### src/design/hwc_pkg.sv
// ----------------------------------------------------------------------------
// hwc_pkg
// Shared types and constants for the heatmap window crop unit.
// ----------------------------------------------------------------------------
package hwc_pkg;

  localparam int unsigned WORD_W = 32;
  localparam int unsigned CFG_IW = 3;
  localparam int unsigned CFG_DW = 11;

  localparam int unsigned MAX_ANGLE_BINS_DEF = 256;
  localparam int unsigned MAX_RANGE_BINS_DEF = 1024;

  // register indexes
  localparam logic [CFG_IW-1:0] CFG_AZ_BINS = 3'd0;
  localparam logic [CFG_IW-1:0] CFG_EL_BINS = 3'd1;
  localparam logic [CFG_IW-1:0] CFG_RG_BINS = 3'd2;
  localparam logic [CFG_IW-1:0] CFG_AZ_HALF = 3'd3;
  localparam logic [CFG_IW-1:0] CFG_EL_HALF = 3'd4;
  localparam logic [CFG_IW-1:0] CFG_RG_LIM  = 3'd5;

  // reset values
  localparam logic [8:0]         RST_AZ_BINS = 9'd128;
  localparam logic [8:0]         RST_EL_BINS = 9'd32;
  localparam logic [10:0]        RST_RG_BINS = 11'd128;
  localparam logic signed [8:0]  RST_AZ_HALF = -9'sd1;
  localparam logic signed [8:0]  RST_EL_HALF = -9'sd1;
  localparam logic signed [10:0] RST_RG_LIM  = -11'sd1;

  typedef struct packed {
    logic [8:0]         az_bins;
    logic [8:0]         el_bins;
    logic [10:0]        rg_bins;
    logic signed [8:0]  az_half;
    logic signed [8:0]  el_half;
    logic signed [10:0] rg_lim;
  } hwc_cfg_t;

  typedef struct packed {
    logic              keep;
    logic              last;
    logic [WORD_W-1:0] word;
  } hwc_item_t;

endpackage

### src/design/hwc_cfg.sv
// ----------------------------------------------------------------------------
// hwc_cfg
// Configuration register file, one write per cycle, unknown indexes ignored.
// ----------------------------------------------------------------------------
module hwc_cfg (
  input  logic                      clk_i,
  input  logic                      rst_ni,
  input  logic                      cfg_valid_i,
  output logic                      cfg_ready_o,
  input  logic [hwc_pkg::CFG_IW-1:0] cfg_idx_i,
  input  logic [hwc_pkg::CFG_DW-1:0] cfg_data_i,
  output hwc_pkg::hwc_cfg_t         cfg_o
);

  hwc_pkg::hwc_cfg_t cfg_q, cfg_d;

  assign cfg_ready_o = 1'b1;

  always_comb begin
    cfg_d = cfg_q;
    if (cfg_valid_i) begin
      unique case (cfg_idx_i)
        hwc_pkg::CFG_AZ_BINS: cfg_d.az_bins = cfg_data_i[8:0];
        hwc_pkg::CFG_EL_BINS: cfg_d.el_bins = cfg_data_i[8:0];
        hwc_pkg::CFG_RG_BINS: cfg_d.rg_bins = cfg_data_i;
        hwc_pkg::CFG_AZ_HALF: cfg_d.az_half = cfg_data_i[8:0];
        hwc_pkg::CFG_EL_HALF: cfg_d.el_half = cfg_data_i[8:0];
        hwc_pkg::CFG_RG_LIM:  cfg_d.rg_lim  = cfg_data_i;
        default: ;
      endcase
    end
  end

  always_ff @(posedge clk_i or negedge rst_ni) begin
    if (!rst_ni) begin
      cfg_q.az_bins <= hwc_pkg::RST_AZ_BINS;
      cfg_q.el_bins <= hwc_pkg::RST_EL_BINS;
      cfg_q.rg_bins <= hwc_pkg::RST_RG_BINS;
      cfg_q.az_half <= hwc_pkg::RST_AZ_HALF;
      cfg_q.el_half <= hwc_pkg::RST_EL_HALF;
      cfg_q.rg_lim  <= hwc_pkg::RST_RG_LIM;
    end else begin
      cfg_q <= cfg_d;
    end
  end

  assign cfg_o = cfg_q;

endmodule

### src/design/hwc_track.sv
// ----------------------------------------------------------------------------
// hwc_track
// Position counters, window bounds and in-window test; registers one item.
// ----------------------------------------------------------------------------
module hwc_track #(
  parameter int unsigned MAX_ANGLE_BINS = hwc_pkg::MAX_ANGLE_BINS_DEF,
  parameter int unsigned MAX_RANGE_BINS = hwc_pkg::MAX_RANGE_BINS_DEF
) (
  input  logic                       clk_i,
  input  logic                       rst_ni,
  input  hwc_pkg::hwc_cfg_t          cfg_i,
  input  logic                       in_valid_i,
  output logic                       in_ready_o,
  input  logic [hwc_pkg::WORD_W-1:0] in_word_i,
  input  logic                       pop_i,
  output logic                       s1_valid_o,
  output hwc_pkg::hwc_item_t         s1_item_o
);

  // counter widths, effective bin count widths, work widths
  localparam int unsigned AW  = (MAX_ANGLE_BINS > 1) ? $clog2(MAX_ANGLE_BINS) : 1;
  localparam int unsigned RW  = (MAX_RANGE_BINS > 1) ? $clog2(MAX_RANGE_BINS) : 1;
  localparam int unsigned NAW = $clog2(MAX_ANGLE_BINS + 1);
  localparam int unsigned NRW = $clog2(MAX_RANGE_BINS + 1);
  localparam int unsigned AXW = ((NAW > 10) ? NAW : 10) + 1;
  localparam int unsigned RXW = ((NRW > 11) ? NRW : 11) + 1;

  function automatic logic [NAW-1:0] eff_angle(input logic [8:0] n);
    logic [31:0] n32;
    n32 = 32'(n);
    if (n32 == 32'd0) return NAW'(1);
    if (n32 > 32'(MAX_ANGLE_BINS)) return NAW'(MAX_ANGLE_BINS);
    return NAW'(n32);
  endfunction

  function automatic logic [NRW-1:0] eff_range(input logic [10:0] n);
    logic [31:0] n32;
    n32 = 32'(n);
    if (n32 == 32'd0) return NRW'(1);
    if (n32 > 32'(MAX_RANGE_BINS)) return NRW'(MAX_RANGE_BINS);
    return NRW'(n32);
  endfunction

  // centred window of 2*h+2 bins, whole axis when the request is rejected
  function automatic void angle_win(input  logic [NAW-1:0]   n,
                                    input  logic signed [8:0] req,
                                    output logic [AW-1:0]     lo,
                                    output logic [AW-1:0]     hi);
    logic [AXW-1:0] half, req_x, span;
    half  = AXW'(n >> 1);
    req_x = AXW'(req[7:0]);
    span  = (req_x + AXW'(1)) << 1;
    if (!req[8] && (span < AXW'(n))) begin
      lo = AW'(half - AXW'(1) - req_x);
      hi = AW'(half + req_x);
    end else begin
      lo = '0;
      hi = AW'(AXW'(n) - AXW'(1));
    end
  endfunction

  logic [NAW-1:0] na, ne;
  logic [NRW-1:0] nr;
  logic [AW-1:0]  alo, ahi, elo, ehi, a_last, e_last;
  logic [RW-1:0]  rhi, r_last;

  logic [AW-1:0]  elev_q, elev_d, azim_q, azim_d;
  logic [RW-1:0]  range_q, range_d;
  logic           pair_q, pair_d;

  logic               s1_valid_q;
  hwc_pkg::hwc_item_t s1_item_q, s1_item_d;
  logic               accept, keep, last;

  always_comb begin
    na = eff_angle(cfg_i.az_bins);
    ne = eff_angle(cfg_i.el_bins);
    nr = eff_range(cfg_i.rg_bins);
    angle_win(na, cfg_i.az_half, alo, ahi);
    angle_win(ne, cfg_i.el_half, elo, ehi);
    a_last = AW'(AXW'(na) - AXW'(1));
    e_last = AW'(AXW'(ne) - AXW'(1));
    r_last = RW'(RXW'(nr) - RXW'(1));
    if (!cfg_i.rg_lim[10] && (RXW'(cfg_i.rg_lim[9:0]) < RXW'(nr))) begin
      rhi = RW'(RXW'(cfg_i.rg_lim[9:0]));
    end else begin
      rhi = r_last;
    end
  end

  assign accept     = in_valid_i && in_ready_o;
  assign in_ready_o = !s1_valid_q || pop_i;

  assign keep = (elev_q >= elo) && (elev_q <= ehi) && (azim_q >= alo) &&
                (azim_q <= ahi) && (range_q <= rhi);
  assign last = (elev_q == ehi) && (azim_q == ahi) && (range_q == rhi) && pair_q;

  // intensity then doppler; range, azimuth, elevation carry in turn
  always_comb begin
    elev_d  = elev_q;
    azim_d  = azim_q;
    range_d = range_q;
    pair_d  = pair_q;
    if (accept) begin
      pair_d = !pair_q;
      if (pair_q) begin
        if (range_q >= r_last) begin
          range_d = '0;
          if (azim_q >= a_last) begin
            azim_d = '0;
            elev_d = (elev_q >= e_last) ? '0 : elev_q + AW'(1);
          end else begin
            azim_d = azim_q + AW'(1);
          end
        end else begin
          range_d = range_q + RW'(1);
        end
      end
    end
  end

  always_comb begin
    s1_item_d.keep = keep;
    s1_item_d.last = last;
    s1_item_d.word = in_word_i;
  end

  always_ff @(posedge clk_i or negedge rst_ni) begin
    if (!rst_ni) begin
      elev_q     <= '0;
      azim_q     <= '0;
      range_q    <= '0;
      pair_q     <= 1'b0;
      s1_valid_q <= 1'b0;
    end else begin
      elev_q  <= elev_d;
      azim_q  <= azim_d;
      range_q <= range_d;
      pair_q  <= pair_d;
      if (accept) begin
        s1_valid_q <= 1'b1;
      end else if (pop_i) begin
        s1_valid_q <= 1'b0;
      end
    end
  end

  always_ff @(posedge clk_i) begin
    if (accept) begin
      s1_item_q <= s1_item_d;
    end
  end

  assign s1_valid_o = s1_valid_q;
  assign s1_item_o  = s1_item_q;

endmodule

### src/design/heatmap_window_crop_unit.sv
// ----------------------------------------------------------------------------
// heatmap_window_crop_unit
// Passes the heatmap words that fall inside an elevation/azimuth/range window.
// ----------------------------------------------------------------------------
// Path: tracking register, then output register for a kept word, then m_axis.
// Throughput: one word per cycle; the counters and bound compares sit between
//   the input port and the tracking register, so only a kept word blocked at
//   the output register stalls the input.
// Reset: async active low; counters go to zero, registers to their defaults
//   (128 x 32 x 128 bins, full window on every axis), both stages empty.
module heatmap_window_crop_unit #(
  parameter int unsigned MAX_ANGLE_BINS = hwc_pkg::MAX_ANGLE_BINS_DEF,
  parameter int unsigned MAX_RANGE_BINS = hwc_pkg::MAX_RANGE_BINS_DEF
) (
  input  logic                       clk_i,
  input  logic                       rst_ni,
  // config write channel
  input  logic                       cfg_valid_i,
  output logic                       cfg_ready_o,
  input  logic [hwc_pkg::CFG_IW-1:0] cfg_idx_i,
  input  logic [hwc_pkg::CFG_DW-1:0] cfg_data_i,
  // input stream
  input  logic                       s_axis_tvalid,
  output logic                       s_axis_tready,
  input  logic [hwc_pkg::WORD_W-1:0] s_axis_tdata,   // [31:0] word_in
  // output stream
  output logic                       m_axis_tvalid,
  input  logic                       m_axis_tready,
  output logic [hwc_pkg::WORD_W-1:0] m_axis_tdata,   // [31:0] word_out
  output logic                       m_axis_tlast    // frame_last
);

  hwc_pkg::hwc_cfg_t  cfg;
  hwc_pkg::hwc_item_t s1_item;
  logic               s1_valid;
  logic               s1_pop;
  logic               out_free;

  logic                       m_valid_q;
  logic [hwc_pkg::WORD_W-1:0] m_word_q;
  logic                       m_last_q;

  hwc_cfg u_cfg (
    .clk_i       (clk_i),
    .rst_ni      (rst_ni),
    .cfg_valid_i (cfg_valid_i),
    .cfg_ready_o (cfg_ready_o),
    .cfg_idx_i   (cfg_idx_i),
    .cfg_data_i  (cfg_data_i),
    .cfg_o       (cfg)
  );

  hwc_track #(
    .MAX_ANGLE_BINS (MAX_ANGLE_BINS),
    .MAX_RANGE_BINS (MAX_RANGE_BINS)
  ) u_track (
    .clk_i      (clk_i),
    .rst_ni     (rst_ni),
    .cfg_i      (cfg),
    .in_valid_i (s_axis_tvalid),
    .in_ready_o (s_axis_tready),
    .in_word_i  (s_axis_tdata),
    .pop_i      (s1_pop),
    .s1_valid_o (s1_valid),
    .s1_item_o  (s1_item)
  );

  // Output register frees when empty or drained this cycle. A dropped item
  // leaves the tracking stage at once; a kept one waits for a free slot.
  assign out_free = !m_valid_q || m_axis_tready;
  assign s1_pop   = s1_valid && (!s1_item.keep || out_free);

  always_ff @(posedge clk_i or negedge rst_ni) begin
    if (!rst_ni) begin
      m_valid_q <= 1'b0;
    end else if (s1_pop && s1_item.keep) begin
      m_valid_q <= 1'b1;
    end else if (m_axis_tready) begin
      m_valid_q <= 1'b0;
    end
  end

  always_ff @(posedge clk_i) begin
    if (s1_pop && s1_item.keep) begin
      m_word_q <= s1_item.word;
      m_last_q <= s1_item.last;
    end
  end

  assign m_axis_tvalid = m_valid_q;
  assign m_axis_tdata  = m_word_q;
  assign m_axis_tlast  = m_last_q;

`ifndef SYNTH
  // input backpressure only when the tracking stage holds a word it cannot pass on
  assert property (@(posedge clk_i) disable iff (!rst_ni)
    !s_axis_tready |-> (s1_valid && s1_item.keep && !out_free))
    else $error("input stalled without a blocked kept word");

  // an accepted word always lands in the tracking stage
  assert property (@(posedge clk_i) disable iff (!rst_ni)
    (s_axis_tvalid && s_axis_tready) |=> s1_valid)
    else $error("accepted word lost before tracking stage");

  // a kept word moved on shows up unchanged on the output
  assert property (@(posedge clk_i) disable iff (!rst_ni)
    (s1_pop && s1_item.keep) |=>
      (m_axis_tvalid && (m_axis_tdata == $past(s1_item.word))))
    else $error("kept word not presented on output");
`endif

endmodule

### config.mk
export PLATFORM = sky130hd
export DESIGN_NAME = heatmap_window_crop_unit
export DESIGN_NICKNAME = d
export VERILOG_FILES = /design/src/design/hwc_pkg.sv /design/src/design/hwc_cfg.sv /design/src/design/hwc_track.sv /design/src/design/heatmap_window_crop_unit.sv
export SDC_FILE = /design/constraint.sdc
export NUM_CORES = 1
export LEC_CHECK = 0
export BUFFER_PORTS_ARGS = -buffer_cell sky130_fd_sc_hd__buf_2
export CORE_ASPECT_RATIO = 0.9
export CORE_UTILIZATION = 61
export DETAILED_ROUTE_END_ITERATION = 8
export GPL_ROUTABILITY_DRIVEN = 0
export PLACE_DENSITY = 0.81
export RECOVER_POWER = 50
export REMOVE_ABC_BUFFERS = 1
export SLEW_MARGIN = 20
export SYNTH_ARGS = -nofsm -noshare
export SYNTH_HDL_FRONTEND = slang
export SYNTH_HIERARCHICAL = 1
export SYNTH_SLANG_ARGS = --single-unit
### constraint.sdc
create_clock -name clk_i -period 5.1 [get_ports clk_i]
set_clock_uncertainty 0.15 [all_clocks]
set_input_delay 0.255 -clock clk_i [delete_from_list [all_inputs] [get_ports clk_i]]
set_output_delay 0.255 -clock clk_i [all_outputs]
set_load 0.01 [all_outputs]
==> flow_summary.json, run 1 <==
{
  "status": "finished, violations left",
  "violations": "capacitance limit, slew limit",
  "grt_overflow": 0,
  "grt_pass1_vias": 7911,
  "synthesis.area_um2": 10200,
  "areaGrowthSynthToFinish_pct": 15.0,
  "cts_tree": "built",
  "total_power_mw": 5.20,
  "insertion_delay_ps": 440,
  "synth_edf_count": 67,
  "antenna_left": 0,
  "core_um2": 16200,
  "drv_cap": 2,
  "fmax_ghz": 0.211,
  "drive_above_1_share_pct": 20.5,
  "dp_hpwl_um": 17400,
  "antenna_found_initial": 0,
  "crit_fanout": 11,
  "critPathMostFrequentCell": "o21ai_0",
  "start_util_pct": 62.8,
  "die_area_um2": 17200,
  "crit_required_ps": 5280,
  "grt_pass1_wl_um": 41100,
  "async_reset_ff_share_pct": 56.5,
  "ys_ff_latch": 154,
  "synth_cell_types": 72,
  "instances_no_fill": 1289,
  "finalWirelength_um": 26100,
  "crit_arrival_ps": 4920,
  "cts_buffer_depth": 2,
  "synth.most_common_cell": "ha_1",
  "synth_top_area_cell": "edfxtp_1",
  "crit_path_top_delay_cell": "dfrtp_1",
  "hold_ws_ps": 28.2,
  "postCtsResizedCells": 0,
  "final.setup.tns_ps": 0,
  "wl_per_cell_um": 20.2,
  "first_pass_iters": 7,
  "ios": 87,
  "ys.flop_type": "edfxtp_1",
  "hold_depth": 2,
  "min_path_type": "primary input to register",
  "worstPathCellList": "or3_1, nor3_4, nor2b_1, o21ai_0, ha_1, o21a_1, nand3_1, o21ai_0, a21oi_1, inv_1, ha_1, and4_1, nor3b_1, buf_4, o21ai_0, buf_4, or2_2, o31ai_1",
  "htree_levels": 4,
  "cp-end-kind": "register",
  "die_h_um": 124,
  "avgViaCountPerCell": 6.27,
  "worst-slew-pin-transition_ps": 2170,
  "rows": 44,
  "p_per_area_nw_per_um2": 445,
  "drv_slew": 49,
  "reg2reg_slack_ps": 360,
  "vias": 8086,
  "drt_iter0_markers": 787,
  "num_antenna_cells": 0,
  "numPortBuffers": 85,
  "post-cts-setup-buffers": 0,
  "leakage_nw": 5.14,
  "synth_top_area_share_pct": 19.8,
  "hold_viol": 0,
  "avgSynthCellArea_um2": 10.8,
  "postSynthCellCount": 938,
  "yosysWarnings": 6,
  "die_width_um": 138,
  "root_buffer": "clkbuf_16",
  "layout.nets": 1253,
  "setup_violations": 0,
  "track_usage_pct": 30.7,
  "rsz0062_at_grt": "no",
  "synth_common_cells": "ha_1 (129), mux2_2 (75), edfxtp_1 (67)",
  "grt_max_degree": 51,
  "dp.cells": 1220,
  "period_needed_ps": 4740,
  "clk_pin_slew_ps": 70,
  "path_class": "register to register",
  "fin_crit_sh_pct": 93.0,
  "clock_sinks": 154,
  "slew_headroom_pct": -44.8,
  "yosys-top-cells-area": "edfxtp_1 (20%), ha_1 (16%), dfrtp_1 (14%)",
  "slowest_delay_ps": 460,
  "route.detailed.drc": 0,
  "yosysSeqAreaShare_pct": 41.6,
  "vdd_ir_drop_max_mv": 0.266,
  "cts_buffers": 17,
  "cp-start-kind": "register",
  "rr_worst_depth": 18
}
[critical path, delay by kind of cell, from the launching register on]
family,cells,cell delay [ps]
AO/OA/AOI/OAI,6,1190
adder cells (fa/ha/maj),2,660
buffers and inverters,3,450
flip-flops,1,460
AND/OR/NAND/NOR,7,1720
[where the power goes]
group / internal, mW / switching (mW)
clock network: 0.641 / 0.594
logic: 0.983 / 1.21
registers: 1.54 / 0.241
total: 3.16 / 2.04
[per-layer routing]
layer	global-route usage [%]	share of wire, %	up-vias
met5	0	0	-
met4	16.1	4.8	0
met3	4.65	7.1	90
met2	49.3	46	402
met1	40.4	42	3883
li1	-	-	3711
[sequential cells by signal, indices dropped and copies added (netlist names)]
signal,flops
u_track/s1_valid_o,1
u_track/s1_item_o,34
u_track/elev_q,8
m_axis_tdata,32
u_track/pair_q,1
u_track/range_q,10
u_track/azim_q,8
u_cfg/cfg_o,58
m_axis_tlast,1
m_axis_tvalid,1
[worst paths after layout]
check	startpoint	end
setup reg to reg	u_cfg/cfg_o[34]$_DFFE_PN0P_	u_track/azim_q[3]$_DFFE_PN0P_
max in group asynchronous	rst_ni	u_cfg/cfg_o[44]$_DFFE_PN0P_
hold reg to reg	u_track/s1_item_o[23]$_DFFE_PP_	m_axis_tdata[23]$_DFFE_PP_
setup / recovery	u_cfg/cfg_o[34]$_DFFE_PN0P_	u_track/azim_q[3]$_DFFE_PN0P_
min in group asynchronous	rst_ni	u_track/azim_q[4]$_DFFE_PN0P_
hold / removal	cfg_data_i[7]	u_cfg/cfg_o[47]$_DFFE_PN0P_
[per-stage QoR]
step	worst slack, ps	utilization, %	area [µm²]
2_1_floorplan	892	-	10100
3_3_place_gp	643	66.8	10800
3_5_place_dp	510	66.8	10800
4_1_cts	475	72.5	11700
5_1_grt	131	72.2	11700
6_report	358	72.2	11700
[area by class of cell]
| cell class | instances | area, µm² |
|---|---|---|
| Fill cell | 1152 | 4490 |
| Inverter | 66 | 248 |
| Multi-Input combinational cell | 701 | 5570 |
| Timing Repair Buffer | 129 | 822 |
| Clock buffer | 17 | 425 |
| Sequential cell | 154 | 4230 |
| Clock inverter | 15 | 134 |
| Tap cell | 207 | 259 |
[repair_timing]
item	in CTS	in global routing
setup endpoints to repair	0	0
endpoints found under the hold margin	62	0
hold buffers	36	0
[cells by family after synthesis]
logic type,after synthesis,share of synthesized area (%)
flops,154,41.6
buf+inv,83,3.30
simple gates,256,13.5
mux,85,9.54
compound gates,181,11.4
fa+ha+maj,133,16.7
other cells,1,0.0369
xor+xnor,45,3.88
[cells in the final DEF (no fill, tap or decap), types with 9 or more instances in the layout]
cell type,netlist,layout
ha_1,129,129
or3_1,10,10
a21o_1,11,11
nand2b_1,16,16
dfrtp_1,55,55
mux2_2,75,70
xor2_1,13,13
dfstp_2,32,32
nand2_1,58,58
nor2_1,53,52
edfxtp_1,67,67
a211oi_1,11,11
nor2b_1,17,18
o21ai_0,49,49
clkbuf_1,9,19
nand4_1,16,16
dlygate4sd3_1,0,36
inv_1,64,64
nand3_1,25,25
a21oi_1,44,44
o31ai_1,9,9
clkbuf_16,0,17
nor3_1,20,20
buf_2,4,66
xnor2_1,32,32
No activity file was read; power rests on OpenSTA's default activity.
==> run 2, diff against run 1 <==
--- a/config.mk
+++ b/config.mk
@@ -5,10 +5,10 @@
 export SDC_FILE = /design/constraint.sdc
 export NUM_CORES = 1
 export LEC_CHECK = 0
-export BUFFER_PORTS_ARGS = -buffer_cell sky130_fd_sc_hd__buf_2
 export CORE_ASPECT_RATIO = 0.9
-export CORE_UTILIZATION = 61
+export CORE_UTILIZATION = 65
 export DETAILED_ROUTE_END_ITERATION = 8
+export DONT_BUFFER_PORTS = 1
 export GPL_ROUTABILITY_DRIVEN = 0
 export PLACE_DENSITY = 0.81
 export RECOVER_POWER = 50
==> flow_summary.json, run 2 (synthesized netlist as in run 1, its figures left out) <==
{
  "status": "finished, violations left",
  "violations": "capacitance limit, slew limit",
  "met2WireLength_um": 11700,
  "first_pass_iters": 5,
  "drive_above_1_share_pct": 16.4,
  "track_usage_pct": 31.8,
  "drt_iter0_markers": 685,
  "root_buffer": "clkbuf_16",
  "worst-slew-pin-transition_ps": 3790,
  "hold_ws_ps": 106,
  "worstPathCellList": "or3_1, nor3_4, nor2b_1, o21ai_0, ha_1, o21a_1, nand3_1, o21ai_0, a21oi_1, inv_1, ha_1, and4_1, nor3b_1, o21ai_0, buf_4, or2_2, o31ai_1",
  "final.setup.tns_ps": 0,
  "avgViaCountPerCell": 6.27,
  "rows": 42,
  "ios": 87,
  "grt_max_degree": 88,
  "fin_crit_sh_pct": 93.4,
  "rsz0062_at_grt": "no",
  "cts_buffer_depth": 2,
  "cts_buffers": 17,
  "cts_tree": "built",
  "route.detailed.drc": 0,
  "grt_pass1_vias": 7391,
  "core_um2": 15000,
  "crit_buf_inv": 2,
  "cpLargestDelayFamily": "simple AND/OR/NAND/NOR gates",
  "die_h_um": 121,
  "crit_required_ps": 5260,
  "drv_slew": 88,
  "grt_overflow": 0,
  "critPathMostFrequentCell": "o21ai_0",
  "antenna_found_initial": 2,
  "cp-start-kind": "register",
  "final_cell_mix": "ha_1 (129), mux2_2 (75), edfxtp_1 (67)",
  "crit_arrival_ps": 4930,
  "period_needed_ps": 4760,
  "slew_headroom_pct": -152,
  "areaGrowthSynthToFinish_pct": 13.1,
  "dp_hpwl_um": 16800,
  "slowest_delay_ps": 500,
  "numPortBuffers": 0,
  "grt_pass1_wl_um": 38900,
  "wl_per_cell_um": 20.2,
  "met1Wirelength_um": 10600,
  "setup_violations": 0,
  "met3_length_um": 1440,
  "vias": 7595,
  "crit_path_top_delay_cell": "nor3b_1",
  "layout.nets": 1181,
  "instances_no_fill": 1211,
  "leakage_nw": 4.95,
  "clock_sinks": 154,
  "highest_layer": "met4",
  "largest_reg_flops": 58,
  "insertion_delay_ps": 440,
  "clk_pin_slew_ps": 70,
  "path_class": "register to register",
  "fill_cells": 905,
  "dp.cells": 1126,
  "final_common_cell": "ha_1",
  "crit_fanout": 11,
  "hold_viol": 0,
  "vdd_ir_drop_max_mv": 0.401,
  "p_per_area_nw_per_um2": 455,
  "antenna_left": 0,
  "start_util_pct": 67.9,
  "final_core_util_pct": 76.7,
  "die_area_um2": 16100,
  "drv_cap": 1,
  "finalWirelength_um": 24500,
  "die_width_um": 134,
  "fmax_ghz": 0.210,
  "cp-end-kind": "register",
  "min_path_type": "primary input to register",
  "htree_levels": 4
}
## run 2: changes by cell type in the layout (fill, tap and decap cells not counted), moves of 3 or more
cell | before | now
buf_2 | 66 | 0
clkbuf_1 | 19 | 1
dlygate4sd3_1 | 36 | 49
mux2_1 | 5 | 0
mux2_2 | 70 | 75
and4bb_1 | 3 | 0
and4bb_2 | 0 | 3
diode_2 | 0 | 3
## run 2: area by class of cell
class                           instances  area [µm²]  share of cell area, %
Inverter                               66         248                   2.16
Multi-Input combinational cell        701        5600                   48.7
Clock buffer                           18         429                   3.73
Antenna cell                            3        7.51                 0.0653
Timing Repair Buffer                   57         556                   4.83
Sequential cell                       154        4230                   36.8
Clock inverter                         14         180                   1.57
Tap cell                              198         248                   2.16
## run 2: metal layers
metal  track usage [%]  vias to the layer above
met1              42.2                     3679
li1                  -                     3587
met4              13.4                        0
met5                 0                        -
met2              51.1                      281
met3              6.33                       48
## run 2: repair_timing
item,CTS,global route
setup buffers,0,0
hold buffers,50,0
setup endpoints to repair,0,0
gates resized for setup,0,0
endpoints found under the hold margin,179,0
## run 2: final timing paths
kind	startpoint	endpoint	slack (ps)	cells after the start
max	u_cfg/cfg_o[34]$_DFFE_PN0P_	u_track/azim_q[3]$_DFFE_PN0P_	340	17
min	cfg_valid_i	u_cfg/cfg_o[28]$_DFFE_PN1P_	110	2
max reg2reg	u_cfg/cfg_o[34]$_DFFE_PN0P_	u_track/azim_q[3]$_DFFE_PN0P_	340	17
min reg2reg	u_track/s1_item_o[18]$_DFFE_PP_	m_axis_tdata[18]$_DFFE_PP_	270	0
max in group asynchronous	rst_ni	u_track/azim_q[3]$_DFFE_PN0P_	1010	2
min in group asynchronous	rst_ni	u_track/range_q[1]$_DFFE_PN0P_	1650	2
## run 2: worst reg2reg max path, delay by kind of cell, from the launching register on
family	cells	cell delay, ps
simple gates	7	2040
compound gates	6	1110
fa+ha+maj	2	620
flops	1	460
buf+inv	2	270
## run 2: report_power, final
group	internal (mW)	switching, mW	total [mW]
Sequential	1.54	0.235	1.77
Combinational	0.964	1.17	2.14
Clock	0.745	0.573	1.32
Total	3.25	1.98	5.23
## run 2: stage by stage
| step | instance area (µm²) | worst slack [ps] | power [mW] |
|---|---|---|---|
| after floorplan | 10100 | 892 | 3.29 |
| final | 11500 | 338 | 5.23 |
| after global routing | 11500 | 70.8 | 5.54 |
| after CTS | 11500 | 443 | 5.19 |
| after detailed placement | 10400 | 515 | 3.80 |
| after global placement | 10400 | 599 | 3.71 |
==> run 3, diff against run 2 <==
==> constraint.sdc (replaced) <==
create_clock -name clk_i -period 4.4 [get_ports clk_i]
set_clock_uncertainty 0.15 [all_clocks]
set_input_delay 0.44 -clock clk_i [delete_from_list [all_inputs] [get_ports clk_i]]
set_output_delay 0.44 -clock clk_i [all_outputs]
set_load 0.05 [all_outputs]
==> flow_summary.json, run 3 (synthesized netlist as in run 1, its figures left out) <==
{
  "num_antenna_cells": 0,
  "rr_worst_depth": 17,
  "status": "finished, violations left",
  "track_usage_pct": 32.7,
  "root_buffer": "clkbuf_16",
  "rsz0062_at_grt": "yes",
  "cts_buffer_depth": 2,
  "cts_tree": "built",
  "drv_cap": 1,
  "die_h_um": 121,
  "fmax_ghz": 0.230,
  "grt_max_degree": 88,
  "path_class": "register to register",
  "grt_pass1_vias": 7652,
  "slew_headroom_pct": -46.1,
  "avgViaCountPerCell": 6.43,
  "worst-slew-pin-transition_ps": 2190,
  "total_power_mw": 6.40,
  "leakage_nw": 5.10,
  "start_util_pct": 67.9,
  "die_width_um": 134,
  "postPlaceCellArea_um2": 10500,
  "crit_path_top_delay_cell": "dfstp_2",
  "crit_required_ps": 4440,
  "slowest_delay_ps": 580,
  "grt_pass1_wl_um": 40500,
  "hold_viol": 0,
  "fin_ws_ps": 51.1,
  "reg2reg_slack_ps": 50,
  "layout.nets": 1205,
  "insertion_delay_ps": 430,
  "clk_pin_slew_ps": 70,
  "largest_reg_flops": 58,
  "cp-start-kind": "register",
  "final_cell_area_um2": 11800,
  "holdCritStartpoint": "cfg_data_i[0]",
  "route.detailed.drc": 0,
  "crit_arrival_ps": 4380,
  "antenna_found_initial": 1,
  "critPathMostFrequentCell": "nand2_1",
  "vias": 7921,
  "final_core_util_pct": 78.7,
  "wl_per_cell_um": 21.2,
  "violations": "capacitance limit, slew limit",
  "worstPathCellList": "ha_2, nand2_1, nor2_4, xnor2_1, ha_1, a21o_1, a211o_1, a31oi_4, o311a_4, buf_6, nand2_1, ha_1, a2111oi_1, nand2_1, o22ai_2, a21oi_1, nor4b_2",
  "core_um2": 15000,
  "numPortBuffers": 0,
  "r2r_start": "u_cfg/cfg_o[20]$_DFFE_PN1P_",
  "fill_cells": 858,
  "r2r_end": "u_track/s1_item_o[33]$_DFFE_PP_",
  "first_pass_iters": 5,
  "crit_fanout": 8,
  "whs_endpoint": "u_cfg/cfg_o[49]$_DFFE_PN0P_",
  "min_path_type": "primary input to register",
  "cpLargestDelayFamily": "compound AO/OA/AOI/OAI gates",
  "fin_crit_sh_pct": 98.8,
  "drive_above_1_share_pct": 19.9,
  "finalWirelength_um": 26100,
  "cts_buffers": 17,
  "setup_violations": 0,
  "final_common_cell": "ha_1",
  "drt_iter0_markers": 769,
  "antenna_left": 0,
  "crit_buf_inv": 1,
  "place_ws_ps": -83.3,
  "grt_overflow": 0,
  "drv_slew": 88,
  "areaGrowthSynthToFinish_pct": 16.0,
  "hold_depth": 1,
  "cp-end-kind": "register",
  "die_area_um2": 16100,
  "p_per_area_nw_per_um2": 543,
  "htree_levels": 4,
  "vdd_ir_drop_max_mv": 0.581,
  "ios": 87,
  "rows": 42,
  "period_needed_ps": 4350,
  "final_cell_mix": "ha_1 (127), mux2_2 (75), edfxtp_1 (67)",
  "clock_sinks": 154,
  "dp_hpwl_um": 17400
}
## run 3: power by group
part	switching (mW)	internal (mW)
clock network	0.701	0.824
logic	1.48	1.25
registers	0.362	1.78
## run 3: layout make-up
class | instances | area [µm²] | share of cell area, %
repair buffers | 81 | 729 | 6.19
flip-flops and latches | 154 | 4230 | 35.9
clock buffers | 17 | 425 | 3.61
multi-input cells | 701 | 5720 | 48.5
well taps | 198 | 248 | 2.10
inverters | 66 | 248 | 2.10
clock inverters | 15 | 191 | 1.62
## run 3: timing repair
action                     4_1_cts  5_1_grt
setup endpoints to repair        1       15
hold endpoints to repair       129       11
hold buffers                    42        7
setup buffers                    4        9
pin swaps                        2        3
resized for setup               10       18
## run 3: how the worst max path moves through the flow
stage               depth (start not counted)                        start  slack (ps)                               to
finish                                     17  u_cfg/cfg_o[20]$_DFFE_PN1P_          50  u_track/s1_item_o[33]$_DFFE_PP_
global route                               16  u_cfg/cfg_o[11]$_DFFE_PN1P_         -50  u_track/s1_item_o[33]$_DFFE_PP_
CTS                                        16  u_cfg/cfg_o[12]$_DFFE_PN1P_          30  u_track/s1_item_o[33]$_DFFE_PP_
detailed placement                         14  u_cfg/cfg_o[39]$_DFFE_PN0P_         -80  u_track/s1_item_o[33]$_DFFE_PP_
global placement                           15  u_cfg/cfg_o[21]$_DFFE_PN1P_          90  u_track/s1_item_o[33]$_DFFE_PP_
floorplan                                  16  u_cfg/cfg_o[34]$_DFFE_PN0P_         190    u_track/azim_q[3]$_DFFE_PN0P_
## run 3: stage by stage
stage / TNS (ps) / cells / hold WS (ps)
after floorplan: 0 / 921 / -5.59
after global placement: 0 / 1138 / -3.05
after detailed placement: -83.3 / 1138 / 0.934
after CTS: 0 / 1216 / 0.0633
after global routing: -131 / 1232 / 0.417
final: 0 / 1232 / 10.5
## run 3: metal layers
metal  vias to the layer above  wire length [µm]  global-route usage (%)
met5                         -                13                       0
met3                        55              1930                    6.21
met1                      3872             10900                    44.5
met4                         2               612                    10.5
met2                       373             12700                    52.8
li1                       3619                 -                       -
## run 3: worst register-to-register path: stages (launching register included)
cell	delay, ps
dfstp_2	580
ha_2	210
nand2_1	90
nor2_4	130
xnor2_1	130
ha_1	270
a21o_1	210
a211o_1	350
a31oi_4	200
o311a_4	270
buf_6	140
nand2_1	60
ha_1	310
a2111oi_1	400
nand2_1	140
o22ai_2	230
a21oi_1	70
nor4b_2	160
